File: config.mk
export PLATFORM = sky130hd
export DESIGN_NAME = source_session_floor_table_flat
export DESIGN_NICKNAME = d
export VERILOG_FILES = /design/src/ssft_pkg.sv /design/src/ssft_if.sv /design/src/ssft_ram.sv /design/src/ssft_front.sv /design/src/ssft_cmd_fifo.sv /design/src/ssft_back.sv /design/src/source_session_floor_table.sv /design/src/flat_wrapper.sv
export SDC_FILE = /design/constraint.sdc
export NUM_CORES = 1
export LEC_CHECK = 0
export BUFFER_PORTS_ARGS = -buffer_cell sky130_fd_sc_hd__buf_4
export CAP_MARGIN = 20
export CELL_PAD_IN_SITES_DETAIL_PLACEMENT = 0
export CELL_PAD_IN_SITES_GLOBAL_PLACEMENT = 1
export CORE_ASPECT_RATIO = 1.1
export CORE_MARGIN = 1.5
export CORE_UTILIZATION = 45
export CTS_BUF_LIST = sky130_fd_sc_hd__clkbuf_4 sky130_fd_sc_hd__clkbuf_8 sky130_fd_sc_hd__clkbuf_16
export DETAILED_ROUTE_END_ITERATION = 10
export PLACE_DENSITY = 0.74
export SLEW_MARGIN = 0
export SYNTH_ARGS = -nofsm -noshare
export SYNTH_HDL_FRONTEND = slang
export SYNTH_HIERARCHICAL = 1
export SYNTH_SLANG_ARGS = --single-unit
File: constraint.sdc
create_clock -name clock -period 15.1 [get_ports clock]
set_input_delay 0.755 -clock clock [delete_from_list [all_inputs] [get_ports clock]]
set_output_delay 0.755 -clock clock [all_outputs]
set_load 0.05 [all_outputs]
File: src/ssft_pkg.sv
// Shared types and constants for the source session floor table.
`default_nettype none

package ssft_pkg;

   localparam int PORT_W      = 8;
   localparam int IDENT_W     = 8;
   localparam int ROLE_W      = 4;
   localparam int KEY_W       = ROLE_W + IDENT_W + PORT_W;
   localparam int FLOOR_W     = 32;
   localparam int GEN_W       = 32;
   localparam int STATUS_W    = 3;
   localparam int COPY_W      = 2;
   localparam int COUNT_OUT_W = 5;
   localparam int Q_DEPTH     = 2;

   localparam logic REQ_RAISE = 1'b0;
   localparam logic REQ_QUERY = 1'b1;

   localparam logic [STATUS_W-1:0] ST_UPDATED   = 3'd0;
   localparam logic [STATUS_W-1:0] ST_UNCHANGED = 3'd1;
   localparam logic [STATUS_W-1:0] ST_FULL      = 3'd2;
   localparam logic [STATUS_W-1:0] ST_HIT       = 3'd3;
   localparam logic [STATUS_W-1:0] ST_MISS      = 3'd4;

   localparam logic [COPY_W-1:0] COPY_NONE = 2'd0;
   localparam logic [COPY_W-1:0] COPY_A    = 2'd1;
   localparam logic [COPY_W-1:0] COPY_B    = 2'd2;

   typedef struct packed {
      logic               is_query;
      logic [KEY_W-1:0]   key;
      logic [FLOOR_W-1:0] floor_val;
   } cmd_type;

   typedef enum logic [1:0] {
      BK_IDLE,
      BK_SCAN,
      BK_EXEC,
      BK_RESP
   } back_state_type;

endpackage

`default_nettype wire

File: src/ssft_if.sv
// Request and response channel interfaces.
`default_nettype none

interface ssft_req_if;
   import ssft_pkg::*;
   logic               valid;
   logic               ready;
   logic               req_type;
   logic [PORT_W-1:0]  ingress_port;
   logic [IDENT_W-1:0] link_identity;
   logic [ROLE_W-1:0]  link_role;
   logic [FLOOR_W-1:0] session_floor;
   modport source (output valid, req_type, ingress_port, link_identity, link_role,
                   session_floor, input ready);
   modport sink (input valid, req_type, ingress_port, link_identity, link_role,
                 session_floor, output ready);
endinterface

interface ssft_rsp_if;
   import ssft_pkg::*;
   logic                   valid;
   logic                   ready;
   logic [STATUS_W-1:0]    status;
   logic [FLOOR_W-1:0]     floor_value;
   logic [GEN_W-1:0]       generation_now;
   logic [COPY_W-1:0]      active_copy_now;
   logic [COUNT_OUT_W-1:0] entry_count;
   modport source (output valid, status, floor_value, generation_now, active_copy_now,
                   entry_count, input ready);
   modport sink (input valid, status, floor_value, generation_now, active_copy_now,
                 entry_count, output ready);
endinterface

`default_nettype wire

File: src/ssft_ram.sv
// Generic single-write, single-read RAM with registered read data.
`default_nettype none

module ssft_ram #(
   parameter int WIDTH = 8,
   parameter int DEPTH = 16
) (
   input  wire logic                                   clock,
   input  wire logic                                   wr_en,
   input  wire logic [((DEPTH > 1) ? $clog2(DEPTH) : 1)-1:0] wr_addr,
   input  wire logic [WIDTH-1:0]                       wr_data,
   input  wire logic [((DEPTH > 1) ? $clog2(DEPTH) : 1)-1:0] rd_addr,
   output logic      [WIDTH-1:0]                       rd_data
);

   logic [WIDTH-1:0] mem_ff [DEPTH];
   logic [WIDTH-1:0] rd_data_ff;

   always_ff @(posedge clock) begin
      if (wr_en) begin
         mem_ff[wr_addr] <= wr_data;
      end
      rd_data_ff <= mem_ff[rd_addr];
   end

   assign rd_data = rd_data_ff;

endmodule

`default_nettype wire

File: src/ssft_front.sv
// Front end: accept and classify request transactions into a holding register.
`default_nettype none

module ssft_front (
   input  wire logic     clock,
   input  wire logic     reset,
   ssft_req_if.sink      req_chan,
   output logic          push_valid,
   output ssft_pkg::cmd_type push_cmd,
   input  wire logic     push_ready
);
   import ssft_pkg::*;

   logic    hold_v_ff, hold_v_in;
   cmd_type hold_ff, hold_in;
   logic    take;

   assign req_chan.ready = !hold_v_ff || push_ready;
   assign take           = req_chan.valid && req_chan.ready;

   always_comb begin
      hold_in = hold_ff;
      if (take) begin
         hold_in.is_query  = (req_chan.req_type == REQ_QUERY);
         hold_in.key       = {req_chan.link_role, req_chan.link_identity,
                              req_chan.ingress_port};
         hold_in.floor_val = req_chan.session_floor;
      end
   end

   always_comb begin
      if (take) begin
         hold_v_in = 1'b1;
      end else if (push_ready) begin
         hold_v_in = 1'b0;
      end else begin
         hold_v_in = hold_v_ff;
      end
   end

   always_ff @(posedge clock) begin
      if (reset) begin
         hold_v_ff <= 1'b0;
      end else begin
         hold_v_ff <= hold_v_in;
      end
   end

   always_ff @(posedge clock) begin
      hold_ff <= hold_in;
   end

   assign push_valid = hold_v_ff;
   assign push_cmd   = hold_ff;

endmodule

`default_nettype wire

File: src/ssft_cmd_fifo.sv
// Short command queue between front end and back end.
`default_nettype none

module ssft_cmd_fifo (
   input  wire logic     clock,
   input  wire logic     reset,
   input  wire logic     push_valid,
   input  ssft_pkg::cmd_type push_cmd,
   output logic          push_ready,
   output logic          pop_valid,
   output ssft_pkg::cmd_type pop_cmd,
   input  wire logic     pop
);
   import ssft_pkg::*;

   localparam int PTR_W = (Q_DEPTH > 1) ? $clog2(Q_DEPTH) : 1;
   localparam int CNT_W = $clog2(Q_DEPTH + 1);
   localparam logic [PTR_W-1:0] PTR_LAST = PTR_W'(Q_DEPTH - 1);

   cmd_type          slots_ff [Q_DEPTH];
   logic [PTR_W-1:0] wr_ptr_ff, wr_ptr_in;
   logic [PTR_W-1:0] rd_ptr_ff, rd_ptr_in;
   logic [CNT_W-1:0] cnt_ff, cnt_in;
   logic             do_push, do_pop;

   assign push_ready = (cnt_ff != CNT_W'(Q_DEPTH));
   assign pop_valid  = (cnt_ff != '0);
   assign pop_cmd    = slots_ff[rd_ptr_ff];
   assign do_push    = push_valid && push_ready;
   assign do_pop     = pop && pop_valid;

   always_comb begin
      wr_ptr_in = wr_ptr_ff;
      rd_ptr_in = rd_ptr_ff;
      cnt_in    = cnt_ff;
      if (do_push) begin
         wr_ptr_in = (wr_ptr_ff == PTR_LAST) ? '0 : wr_ptr_ff + PTR_W'(1);
      end
      if (do_pop) begin
         rd_ptr_in = (rd_ptr_ff == PTR_LAST) ? '0 : rd_ptr_ff + PTR_W'(1);
      end
      if (do_push && !do_pop) begin
         cnt_in = cnt_ff + CNT_W'(1);
      end else if (do_pop && !do_push) begin
         cnt_in = cnt_ff - CNT_W'(1);
      end
   end

   always_ff @(posedge clock) begin
      if (reset) begin
         wr_ptr_ff <= '0;
         rd_ptr_ff <= '0;
         cnt_ff    <= '0;
      end else begin
         wr_ptr_ff <= wr_ptr_in;
         rd_ptr_ff <= rd_ptr_in;
         cnt_ff    <= cnt_in;
      end
   end

   always_ff @(posedge clock) begin
      if (do_push) begin
         slots_ff[wr_ptr_ff] <= push_cmd;
      end
   end

endmodule

`default_nettype wire

File: src/ssft_back.sv
// Back end: scan the slot table, apply the command and register the response.
`default_nettype none

module ssft_back #(
   parameter int ENTRIES = 16
) (
   input  wire logic     clock,
   input  wire logic     reset,
   input  wire logic     pop_valid,
   input  ssft_pkg::cmd_type pop_cmd,
   output logic          pop,
   ssft_rsp_if.source    rsp_chan
);
   import ssft_pkg::*;

   localparam int IDX_W = (ENTRIES > 1) ? $clog2(ENTRIES) : 1;
   localparam int CNT_W = $clog2(ENTRIES + 1);
   localparam int RAM_W = KEY_W + FLOOR_W;
   localparam logic [IDX_W-1:0] LAST = IDX_W'(ENTRIES - 1);

   back_state_type state_ff, state_in;

   cmd_type            cmd_ff, cmd_in;
   logic [IDX_W-1:0]   scan_ff, scan_in;
   logic               issue_on_ff, issue_on_in;
   logic               chk_on_ff, chk_on_in;
   logic [IDX_W-1:0]   chk_idx_ff, chk_idx_in;
   logic               match_ff, match_in;
   logic [IDX_W-1:0]   match_idx_ff, match_idx_in;
   logic [FLOOR_W-1:0] match_floor_ff, match_floor_in;
   logic               free_found_ff, free_found_in;
   logic [IDX_W-1:0]   free_idx_ff, free_idx_in;
   logic [STATUS_W-1:0] res_status_ff, res_status_in;
   logic [FLOOR_W-1:0] res_floor_ff, res_floor_in;

   logic [ENTRIES-1:0] slot_valid_ff, slot_valid_in;
   logic [CNT_W-1:0]   count_ff, count_in;
   logic [GEN_W-1:0]   gen_ff, gen_in;
   logic [COPY_W-1:0]  copy_ff, copy_in;

   logic                   out_v_ff, out_v_in;
   logic [STATUS_W-1:0]    out_status_ff, out_status_in;
   logic [FLOOR_W-1:0]     out_floor_ff, out_floor_in;
   logic [GEN_W-1:0]       out_gen_ff, out_gen_in;
   logic [COPY_W-1:0]      out_copy_ff, out_copy_in;
   logic [COUNT_OUT_W-1:0] out_count_ff, out_count_in;

   logic [RAM_W-1:0]   rd_data;
   logic [KEY_W-1:0]   rd_key;
   logic [FLOOR_W-1:0] rd_floor;
   logic               wr_en;
   logic [IDX_W-1:0]   wr_addr;
   logic               chk_slot_v;
   logic               hit_now;
   logic               last_chk;
   logic               store;
   logic               out_free;

   ssft_ram #(
      .WIDTH (RAM_W),
      .DEPTH (ENTRIES)
   ) u_slot_ram (
      .clock   (clock),
      .wr_en   (wr_en),
      .wr_addr (wr_addr),
      .wr_data ({cmd_ff.key, cmd_ff.floor_val}),
      .rd_addr (scan_ff),
      .rd_data (rd_data)
   );

   assign rd_key     = rd_data[RAM_W-1:FLOOR_W];
   assign rd_floor   = rd_data[FLOOR_W-1:0];
   assign chk_slot_v = slot_valid_ff[chk_idx_ff];
   assign out_free   = !out_v_ff || rsp_chan.ready;

   always_comb begin
      state_in = state_ff;
      case (state_ff)
         BK_IDLE: begin
            if (pop_valid) begin
               state_in = BK_SCAN;
            end
         end
         BK_SCAN: begin
            if (hit_now || last_chk) begin
               state_in = BK_EXEC;
            end
         end
         BK_EXEC: begin
            state_in = BK_RESP;
         end
         BK_RESP: begin
            if (out_free) begin
               state_in = BK_IDLE;
            end
         end
         default: begin
            state_in = BK_IDLE;
         end
      endcase
   end

   always_comb begin
      pop      = 1'b0;
      hit_now  = 1'b0;
      last_chk = 1'b0;
      store    = 1'b0;
      wr_en    = 1'b0;
      wr_addr  = match_ff ? match_idx_ff : free_idx_ff;
      case (state_ff)
         BK_IDLE: begin
            pop = pop_valid;
         end
         BK_SCAN: begin
            hit_now  = chk_on_ff && chk_slot_v && (rd_key == cmd_ff.key);
            last_chk = chk_on_ff && (chk_idx_ff == LAST);
         end
         BK_EXEC: begin
            if (!cmd_ff.is_query) begin
               store = match_ff ? (cmd_ff.floor_val > match_floor_ff) : free_found_ff;
            end
            wr_en = store;
         end
         default: begin
         end
      endcase
   end

   always_comb begin
      cmd_in         = cmd_ff;
      scan_in        = scan_ff;
      issue_on_in    = issue_on_ff;
      chk_on_in      = chk_on_ff;
      chk_idx_in     = chk_idx_ff;
      match_in       = match_ff;
      match_idx_in   = match_idx_ff;
      match_floor_in = match_floor_ff;
      free_found_in  = free_found_ff;
      free_idx_in    = free_idx_ff;
      res_status_in  = res_status_ff;
      res_floor_in   = res_floor_ff;
      slot_valid_in  = slot_valid_ff;
      count_in       = count_ff;
      gen_in         = gen_ff;
      copy_in        = copy_ff;
      case (state_ff)
         BK_IDLE: begin
            if (pop_valid) begin
               cmd_in        = pop_cmd;
               scan_in       = '0;
               issue_on_in   = 1'b1;
               chk_on_in     = 1'b0;
               match_in      = 1'b0;
               free_found_in = 1'b0;
            end
         end
         BK_SCAN: begin
            chk_on_in  = issue_on_ff;
            chk_idx_in = scan_ff;
            if (issue_on_ff) begin
               if (scan_ff == LAST) begin
                  issue_on_in = 1'b0;
               end else begin
                  scan_in = scan_ff + IDX_W'(1);
               end
            end
            if (chk_on_ff && !chk_slot_v && !free_found_ff) begin
               free_found_in = 1'b1;
               free_idx_in   = chk_idx_ff;
            end
            if (hit_now) begin
               match_in       = 1'b1;
               match_idx_in   = chk_idx_ff;
               match_floor_in = rd_floor;
            end
         end
         BK_EXEC: begin
            if (cmd_ff.is_query) begin
               res_status_in = match_ff ? ST_HIT : ST_MISS;
               res_floor_in  = match_ff ? match_floor_ff : '0;
            end else if (store) begin
               res_status_in = ST_UPDATED;
               res_floor_in  = cmd_ff.floor_val;
               gen_in        = gen_ff + GEN_W'(1);
               copy_in       = (copy_ff == COPY_A) ? COPY_B : COPY_A;
               if (!match_ff) begin
                  slot_valid_in[free_idx_ff] = 1'b1;
                  count_in                   = count_ff + CNT_W'(1);
               end
            end else if (match_ff) begin
               res_status_in = ST_UNCHANGED;
               res_floor_in  = match_floor_ff;
            end else begin
               res_status_in = ST_FULL;
               res_floor_in  = '0;
            end
         end
         default: begin
         end
      endcase
   end

   always_comb begin
      out_status_in = out_status_ff;
      out_floor_in  = out_floor_ff;
      out_gen_in    = out_gen_ff;
      out_copy_in   = out_copy_ff;
      out_count_in  = out_count_ff;
      if ((state_ff == BK_RESP) && out_free) begin
         out_v_in      = 1'b1;
         out_status_in = res_status_ff;
         out_floor_in  = res_floor_ff;
         out_gen_in    = gen_ff;
         out_copy_in   = copy_ff;
         out_count_in  = COUNT_OUT_W'(count_ff);
      end else if (rsp_chan.ready) begin
         out_v_in = 1'b0;
      end else begin
         out_v_in = out_v_ff;
      end
   end

   always_ff @(posedge clock) begin
      if (reset) begin
         state_ff      <= BK_IDLE;
         slot_valid_ff <= '0;
         count_ff      <= '0;
         gen_ff        <= '0;
         copy_ff       <= COPY_NONE;
         out_v_ff      <= 1'b0;
      end else begin
         state_ff      <= state_in;
         slot_valid_ff <= slot_valid_in;
         count_ff      <= count_in;
         gen_ff        <= gen_in;
         copy_ff       <= copy_in;
         out_v_ff      <= out_v_in;
      end
   end

   always_ff @(posedge clock) begin
      cmd_ff         <= cmd_in;
      scan_ff        <= scan_in;
      issue_on_ff    <= issue_on_in;
      chk_on_ff      <= chk_on_in;
      chk_idx_ff     <= chk_idx_in;
      match_ff       <= match_in;
      match_idx_ff   <= match_idx_in;
      match_floor_ff <= match_floor_in;
      free_found_ff  <= free_found_in;
      free_idx_ff    <= free_idx_in;
      res_status_ff  <= res_status_in;
      res_floor_ff   <= res_floor_in;
      out_status_ff  <= out_status_in;
      out_floor_ff   <= out_floor_in;
      out_gen_ff     <= out_gen_in;
      out_copy_ff    <= out_copy_in;
      out_count_ff   <= out_count_in;
   end

   assign rsp_chan.valid           = out_v_ff;
   assign rsp_chan.status          = out_status_ff;
   assign rsp_chan.floor_value     = out_floor_ff;
   assign rsp_chan.generation_now  = out_gen_ff;
   assign rsp_chan.active_copy_now = out_copy_ff;
   assign rsp_chan.entry_count     = out_count_ff;

`ifndef SYNTHESIS
   a_count_matches_valid: assert property (@(posedge clock) disable iff (reset)
      $countones(slot_valid_ff) == int'(count_ff))
      else $error("entry count differs from number of valid slots");

   a_gen_only_on_exec: assert property (@(posedge clock) disable iff (reset)
      (!$past(reset) && (gen_ff != $past(gen_ff))) |-> ($past(state_ff) == BK_EXEC))
      else $error("generation changed outside commit");

   a_copy_follows_gen: assert property (@(posedge clock) disable iff (reset)
      !$past(reset) |-> ((gen_ff != $past(gen_ff)) == (copy_ff != $past(copy_ff))))
      else $error("active copy and generation out of step");

   a_rsp_from_resp: assert property (@(posedge clock) disable iff (reset)
      (!$past(reset) && $rose(out_v_ff)) |-> ($past(state_ff) == BK_RESP))
      else $error("response raised outside response state");
`endif

endmodule

`default_nettype wire

File: src/source_session_floor_table.sv
// Top level of the per-source session floor table.
// A request passes the front-end holding register and the command queue to the back end,
// then a key scan, a commit step and a response load step.
// The back end takes one transaction at a time; the scan through the single read port
// of the slot RAM (one slot per cycle, registered read) sets its pace.
// Reset: synchronous; clears valid bits, entry count, generation and active copy.
`default_nettype none

module source_session_floor_table #(
   parameter int ENTRIES = 16
) (
   input  wire logic clock,
   input  wire logic reset,
   ssft_req_if.sink  req_chan,
   ssft_rsp_if.source rsp_chan
);
   import ssft_pkg::*;

   logic    push_valid;
   logic    push_ready;
   cmd_type push_cmd;
   logic    pop_valid;
   logic    pop;
   cmd_type pop_cmd;

   ssft_front u_front (
      .clock      (clock),
      .reset      (reset),
      .req_chan   (req_chan),
      .push_valid (push_valid),
      .push_cmd   (push_cmd),
      .push_ready (push_ready)
   );

   ssft_cmd_fifo u_cmd_fifo (
      .clock      (clock),
      .reset      (reset),
      .push_valid (push_valid),
      .push_cmd   (push_cmd),
      .push_ready (push_ready),
      .pop_valid  (pop_valid),
      .pop_cmd    (pop_cmd),
      .pop        (pop)
   );

   ssft_back #(
      .ENTRIES (ENTRIES)
   ) u_back (
      .clock     (clock),
      .reset     (reset),
      .pop_valid (pop_valid),
      .pop_cmd   (pop_cmd),
      .pop       (pop),
      .rsp_chan  (rsp_chan)
   );

endmodule

`default_nettype wire
File: src/flat_wrapper.sv
// flat-port wrapper written by rule: the top's interface ports become plain ports
module source_session_floor_table_flat import ssft_pkg::*;
#(
   parameter int ENTRIES = 16
)
  (clock, reset, req_chan_valid, req_chan_req_type, req_chan_ingress_port, req_chan_link_identity, req_chan_link_role, req_chan_session_floor, req_chan_ready, rsp_chan_valid, rsp_chan_status, rsp_chan_floor_value, rsp_chan_generation_now, rsp_chan_active_copy_now, rsp_chan_entry_count, rsp_chan_ready);
  ssft_req_if req_chan_i ();
  ssft_rsp_if rsp_chan_i ();
  input  wire logic clock;
  input  wire logic reset;
  input wire logic [$bits(req_chan_i.valid)-1:0] req_chan_valid;
  input wire logic [$bits(req_chan_i.req_type)-1:0] req_chan_req_type;
  input wire logic [$bits(req_chan_i.ingress_port)-1:0] req_chan_ingress_port;
  input wire logic [$bits(req_chan_i.link_identity)-1:0] req_chan_link_identity;
  input wire logic [$bits(req_chan_i.link_role)-1:0] req_chan_link_role;
  input wire logic [$bits(req_chan_i.session_floor)-1:0] req_chan_session_floor;
  output wire logic [$bits(req_chan_i.ready)-1:0] req_chan_ready;
  output wire logic [$bits(rsp_chan_i.valid)-1:0] rsp_chan_valid;
  output wire logic [$bits(rsp_chan_i.status)-1:0] rsp_chan_status;
  output wire logic [$bits(rsp_chan_i.floor_value)-1:0] rsp_chan_floor_value;
  output wire logic [$bits(rsp_chan_i.generation_now)-1:0] rsp_chan_generation_now;
  output wire logic [$bits(rsp_chan_i.active_copy_now)-1:0] rsp_chan_active_copy_now;
  output wire logic [$bits(rsp_chan_i.entry_count)-1:0] rsp_chan_entry_count;
  input wire logic [$bits(rsp_chan_i.ready)-1:0] rsp_chan_ready;
  assign req_chan_i.valid = req_chan_valid;
  assign req_chan_i.req_type = req_chan_req_type;
  assign req_chan_i.ingress_port = req_chan_ingress_port;
  assign req_chan_i.link_identity = req_chan_link_identity;
  assign req_chan_i.link_role = req_chan_link_role;
  assign req_chan_i.session_floor = req_chan_session_floor;
  assign req_chan_ready = req_chan_i.ready;
  assign rsp_chan_valid = rsp_chan_i.valid;
  assign rsp_chan_status = rsp_chan_i.status;
  assign rsp_chan_floor_value = rsp_chan_i.floor_value;
  assign rsp_chan_generation_now = rsp_chan_i.generation_now;
  assign rsp_chan_active_copy_now = rsp_chan_i.active_copy_now;
  assign rsp_chan_entry_count = rsp_chan_i.entry_count;
  assign rsp_chan_i.ready = rsp_chan_ready;
  source_session_floor_table #(.ENTRIES(ENTRIES)) u_core (.clock(clock), .reset(reset), .req_chan(req_chan_i), .rsp_chan(rsp_chan_i));
endmodule
; ---- Word level (Yosys, flattened, before mapping)
; Memories as Yosys holds them, arrays and structs flattened. A register that Yosys moved wholly into a read port is not among the register bits.
; Index checks and enable logic that the tools add are counted.
[word_totals]
latchBits = 0
memories = 2
input_bits = 57
rom_bits = 0
regBits = 277
ram_bits = 938
output_inout_bits = 76
word_cells = 146
[memory_table]
columns = name, depth, width, rd, rd_clocked_by_memory_dff, write_ports, line
row1 = u_core.u_back.u_slot_ram.mem_ff, 16, 52, 1, 1, 1, ssft_ram.sv:16  ; logic [WIDTH-1:0] mem_ff [DEPTH];
row2 = u_core.u_cmd_fifo.slots_ff, 2, 53, 1, 1, 1, ssft_cmd_fifo.sv:20  ; cmd_type slots_ff [Q_DEPTH];
[classes]
magnitude_cmp = 4
n_reduce_logical = 37
muxes = 49
n_shift = 0
n_mul = 0
div = 0
bitwise = 3
eq_ne = 15
add_sub_neg = 7
[op_table]
columns = op, n
row1 = two-way mux 32 bit, 3
row2 = adder 32 x 1 -> 32 bit (second input constant), 1
row3 = > comparator 32 bit, 1
row4 = two-way mux 1 bit, 24
row5 = == test 20 bit, 1
row6 = two-way mux 2 bit, 8
row7 = two-way mux 4 bit, 4
row8 = != test 2 bit (second input constant), 8
row9 = OR 16 bit, 1
row10 = logical AND 1 bit, 12
row11 = AND reduction 3 bit, 4
row12 = less-than comparator 4 x 5 -> 1 bit (second input constant), 2
row13 = nonzero test 2 bit, 5
row14 = == test 4 bit (second input constant), 2
row15 = one-hot mux 1 bit (2 select lines), 4
row16 = one-hot mux 2 bit (4 select lines), 1
row17 = one-hot mux 4 bit (2 select lines), 1
row18 = AND reduction 2 bit, 4
row19 = AND reduction 4 bit, 2
row20 = logical NOT 1 bit, 6
row21 = two-way mux 3 bit, 2
row22 = adder 5 x 1 -> 5 bit (second input constant), 1
row23 = adder 4 x 1 -> 4 bit (second input constant), 1
row24 = binary-select mux 1 bit (select 4 bit), 1
row25 = 10 further kinds, 16

; ---- Depth between registers and ports, before layout
[logic_depth]
word_depth = 8
ltp_mapped = 12
depth_no_buf = 10

; ---- Hierarchy
; The synthesis kept the hierarchy.
[by_module_without_submodules]
columns = module, area_each_um2, cells_per_inst, seq_area_each_um2, n_inst
row1 = ssft_ram, 32217.1, 1344, 26025.0, 1
row2 = ssft_back, 10865.4, 813, 7587.3, 1
row3 = ssft_cmd_fifo, 4042.6, 189, 3283.1, 1
row4 = ssft_front, 1646.6, 58, 1611.5, 1

; ---- Least setup slack after synthesis
; No wires, ideal clock.
[synth_timing]
path_kind = register to register
from = register u_core.u_back.state_ff[0]
to = memory u_core/u_back/u_slot_ram/mem_ff[0][0] (netlist bit), enable pin
t_arrival_ns = 6.876
slack_ns = 7.698
period_less_slack_ns = 7.402
stages_incl_launch_ff = 13
required_time_ns = 14.574
setup_ns = 0.526
n_path_buf = 2
path_cell_list = dfxtp_1 inv_1 ha_1 nand2b_1 nor2_1 o31ai_1 a31oi_2 nor2_4 inv_1 buf_2 buf_1 or3b_2 nor3_1
[synth_via]
elab_chain_len = 4
[synth_rtl]
columns = item, line
row1 = from (decl), ssft_back.sv:21  ; back_state_type state_ff, state_in;
row2 = from (signal assigned), ssft_back.sv:232  ; state_ff <= state_in;
row3 = == test 2 bit, -
row4 = two-way mux 1 bit, -
row5 = via u_core.u_back.store, ssft_back.sv:56  ; logic store;
row6 = two-way mux 1 bit, ssft_ram.sv:20  ; if (wr_en) begin
row7 = two-way mux 1 bit (implied by the code), ssft_ram.sv:21  ; mem_ff[wr_addr] <= wr_data;
row8 = to (decl), ssft_ram.sv:16
; The timed path passes the listed nets, and every way through them passes these cells.

; ---- Worst setup path in the final report
[layout_timing]
from = register u_core/u_back/cmd_ff[8] (netlist bit)
to = memory u_core/u_back/u_slot_ram/mem_ff[11][35] (netlist bit), enable pin
[layout_via]
elab_chain_len = 6
[layout_rtl]
columns = item, line
row1 = from (decl), ssft_back.sv:23  ; cmd_type cmd_ff, cmd_in;
row2 = from (signal assigned), ssft_back.sv:242  ; cmd_ff <= cmd_in;
row3 = > comparator 32 bit, ssft_back.sv:120  ; store = match_ff ? (cmd_ff.floor_val > match_floor_ff) : free_found_ff;
row4 = two-way mux 1 bit, ssft_back.sv:120
row5 = two-way mux 1 bit, ssft_back.sv:119  ; if (!cmd_ff.is_query) begin
row6 = two-way mux 1 bit, ssft_back.sv:110  ; case (state_ff)
row7 = two-way mux 1 bit, ssft_ram.sv:20
row8 = two-way mux 1 bit (implied by the code), ssft_ram.sv:21
; Every way passes these cells.

==> flow_metrics.env <==
export IMPL_swShare_pct=27.7
export IMPL_fin_util_pct=52.1
export IMPL_core_area_mm2=0.107
export IMPL_grt_usage_pct=19.4
export IMPL_grt_overflow_total=0
export IMPL_grt_antenna_before_repair=2
export IMPL_synth_area_per_cell_um2=20.3
export IMPL_rsz0062_at_grt="no"
export IMPL_cts_resized=0
export IMPL_yosysMostFrequentCell="edfxtp_1"
export IMPL_switching_power_mw=2.83
export IMPL_start_util_pct=45.4
export IMPL_numCtsBuffers=135
export IMPL_grt_pass1_vias=24000
export IMPL_hold_violations=0
export IMPL_num_vias=23500
export IMPL_drtPass1Iterations=5
export IMPL_clkSinkCount=1321
export IMPL_ir_worst_vdd_uv=188
export IMPL_synthTopCellsByArea="edfxtp_1 (74%), mux4_2 (9.8%), dfxtp_1 (4.8%)"
export IMPL_synth_seq_area_share_pct=79.0
export IMPL_ys_ff_latch=1321
export IMPL_synthToLayoutAreaGrowth_pct=14.8
export IMPL_start_kind="register"
export IMPL_die_y_um=348
export IMPL_ys_types=56
export IMPL_viasPerCell=5.69
export IMPL_fp_dieArea_mm2=0.110
export IMPL_synth_fp_nets=2501
export IMPL_rows=126
export IMPL_clk_latency_ps=740
export IMPL_crit_arrival_ps=5730
export IMPL_multi_input_area_mm2=0.00970
export IMPL_ctsHoldBuffers=0
export IMPL_cts_root_buffer="clkbuf_16"
export IMPL_grt_first_pass_wirelength_um=156000
export IMPL_layout_drive_gt1_share_pct=25.9
export IMPL_ioPinCount=133
export IMPL_fmaxAchievable_mhz=186
export IMPL_htree_levels=4
export IMPL_min_period_over_period_pct=35.6
export IMPL_dp_hpwl_um=54900
export IMPL_pwr_share_clk_pct=32.2
export IMPL_worst_path_max_fanout=32
export IMPL_cap_violations=0
export IMPL_ff_latch_area_mm2=0.0385
export IMPL_synth_async_sr_flop_share_pct=0
export IMPL_nNetsFinal=2707
export IMPL_design_area_mm2=0.0560
export IMPL_synth_common_cells="edfxtp_1 (1205), mux4_2 (213), nand2_1 (150), dfxtp_1 (116), a22oi_1 (106)"
export IMPL_slew_headroom_pct=22.5
export IMPL_post_cts_repair_setup_buffers=0
export IMPL_ys_flop_type="edfxtp_1"
export IMPL_critPathCaptureType="register"
export IMPL_pwr_share_seq_pct=48.8
export IMPL_worst_pin_slew_ps=1160
export IMPL_setup_viol=0
export IMPL_cts_max_path_buffers=3
export IMPL_totalWireLength_um=105000
export IMPL_setup_tns_final_ps=0
export IMPL_critical_path_class="register to register"
export IMPL_synth_largest_area_cell="edfxtp_1"
export IMPL_io_buffers=132
export IMPL_drc=0
export IMPL_grt_max_degree=147
export IMPL_fin_skew_ps=27.8
export IMPL_first_iter_violations=2544
export IMPL_gp_congestion=0.776
export IMPL_ys_warnings_count=6
export IMPL_drt_wirelength_per_cell_um=25.6
export IMPL_syn_area_mm2=0.0488
export IMPL_power_frac_comb_pct=18.9
export IMPL_synth_cells=2404
export IMPL_stdcell_count=4124
export IMPL_total_power_mw=10.2
export IMPL_synth_top_area_share_pct=74.2
export IMPL_diodes=0
export IMPL_antenna_left=0
export IMPL_p_per_area_mw_per_mm2=183
export IMPL_internal_power_mw=7.41
export IMPL_tritoncts="built"
export IMPL_hold_path_class="input port to register"
export IMPL_cp_required_ps=15450
export IMPL_status="finished clean"
export IMPL_die_w_um=317
export IMPL_path_clk_slew_ps=60
export IMPL_fillCellCount=8344
export IMPL_period_needed_ps=5380
export IMPL_placed_area_mm2=0.0514
export IMPL_p_leak_nw=18.3
export IMPL_post_place_cells=3879
export IMPL_synth_edff_count=1205
export IMPL_final_max_slew_violation_count=0
[placed cells by master (no fill, tap or decap), types with 11 or more instances in the layout]
cell | synthesis | layout
edfxtp_1 | 1205 | 1205
mux4_2 | 213 | 213
buf_4 | 4 | 168
nand2_1 | 150 | 150
clkbuf_16 | 0 | 139
dfxtp_1 | 116 | 115
a22oi_1 | 106 | 106
mux2_2 | 54 | 54
nor2_1 | 68 | 53
nand3_1 | 46 | 46
a21oi_1 | 45 | 45
inv_1 | 45 | 43
ha_1 | 40 | 39
clkbuf_4 | 0 | 32
clkinv_1 | 0 | 22
o21ai_0 | 21 | 21
xnor2_1 | 19 | 19
xor2_1 | 18 | 18
nand4_1 | 17 | 17
nor2_4 | 1 | 16
clkinv_2 | 0 | 15
clkbuf_8 | 0 | 12
or4_1 | 12 | 12
and3_1 | 12 | 11
o31ai_1 | 11 | 11
[stage by stage]
stage	setup slack, ps	hold slack (ps)
after floorplan	7700	386
after global routing	9500	161
final	9720	194
after global placement	9920	386
after CTS	9750	141
after detailed placement	9810	389
[power groups by stage]
| stage | clock (mW) | sequential, mW | combinational (mW) |
|---|---|---|---|
| after floorplan | 0 | 4.97 | 1.39 |
| after global placement | 0 | 5.04 | 1.93 |
| after detailed placement | 0 | 5.09 | 1.95 |
| after CTS | 3.37 | 5.01 | 1.97 |
| after global routing | 3.51 | 5.07 | 2.09 |
| final | 3.30 | 5.01 | 1.94 |
[cell families (layout without fill, tap and decap cells)]
group                    count (synthesis)  count (layout)  synth area share [%]
multiplexers                           269             269                  11.1
AND/OR/NAND/NOR                        369             369                  3.60
XOR/XNOR                                37              37                 0.664
AO/OA/AOI/OAI                          220             220                  3.13
flip-flops                            1321            1321                  79.0
buffers and inverters                  148             460                  1.50
adder cells (fa/ha/maj)                 40              40                  1.03
[state kept, by name, indices dropped and copies added (netlist names), 32 cells and up, named ones only]
signal and cells:
u_core/u_back/u_slot_ram/mem_ff 832, u_core/u_back/u_slot_ram/rd_data 52, u_core/u_back/res_floor_ff 32, u_core/u_back/match_floor_ff 32
u_core/u_back/gen_ff 32, u_core/u_back/rsp_chan.generation_now 32, u_core/u_cmd_fifo/slots_ff 106, u_core/u_back/rsp_chan.floor_value 32
u_core/u_back/cmd_ff 53, u_core/u_front/push_cmd 53
[critical path: stages (launching register included)]
cell and delay, ps:
edfxtp_1 650, ha_1 420, nand4_1 130, or4_4 600
a21o_1 210, a31oi_4 370, nor2_4 50, inv_2 480
nand3b_1 440, nor2_4 900, buf_4 690
[final cells by class]
cell class	count	share of cell area, %
inverters	45	0.302
flip-flops and latches	1321	68.8
multi-input cells	935	17.3
repair buffers	172	2.42
clock inverters	60	1.05
clock buffers	183	6.94
well taps	1408	3.15
[routing by layer]
metal | vias up | global-route usage [%] | share of wire [%]
met5 | - | 0 | 0.012
met4 | 2 | 5.45 | 2.0
met3 | 161 | 3.48 | 7.2
met2 | 913 | 31.7 | 49
met1 | 12200 | 26.7 | 41
li1 | 10100 | - | -
[path summary, 6_finish.rpt]
check	startpoint	end	slack (ps)	cells after the start
worst max-delay path	u_core/u_back/cmd_ff[8]$_DFFE_PP_	u_core/u_back/u_slot_ram/mem_ff[11][35]$_DFFE_PP_	9720	10
worst min-delay path	req_chan_session_floor[17]	u_core/u_front/push_cmd[17]$_DFFE_PP_	190	1
worst max register to register	u_core/u_back/cmd_ff[8]$_DFFE_PP_	u_core/u_back/u_slot_ram/mem_ff[11][35]$_DFFE_PP_	9720	10
worst min register to register	u_core/u_back/u_slot_ram/rd_data[21]$_DFF_P_	u_core/u_back/match_floor_ff[21]$_DFFE_PP_	400	0
No activity file was read; power rests on OpenSTA's default activity.
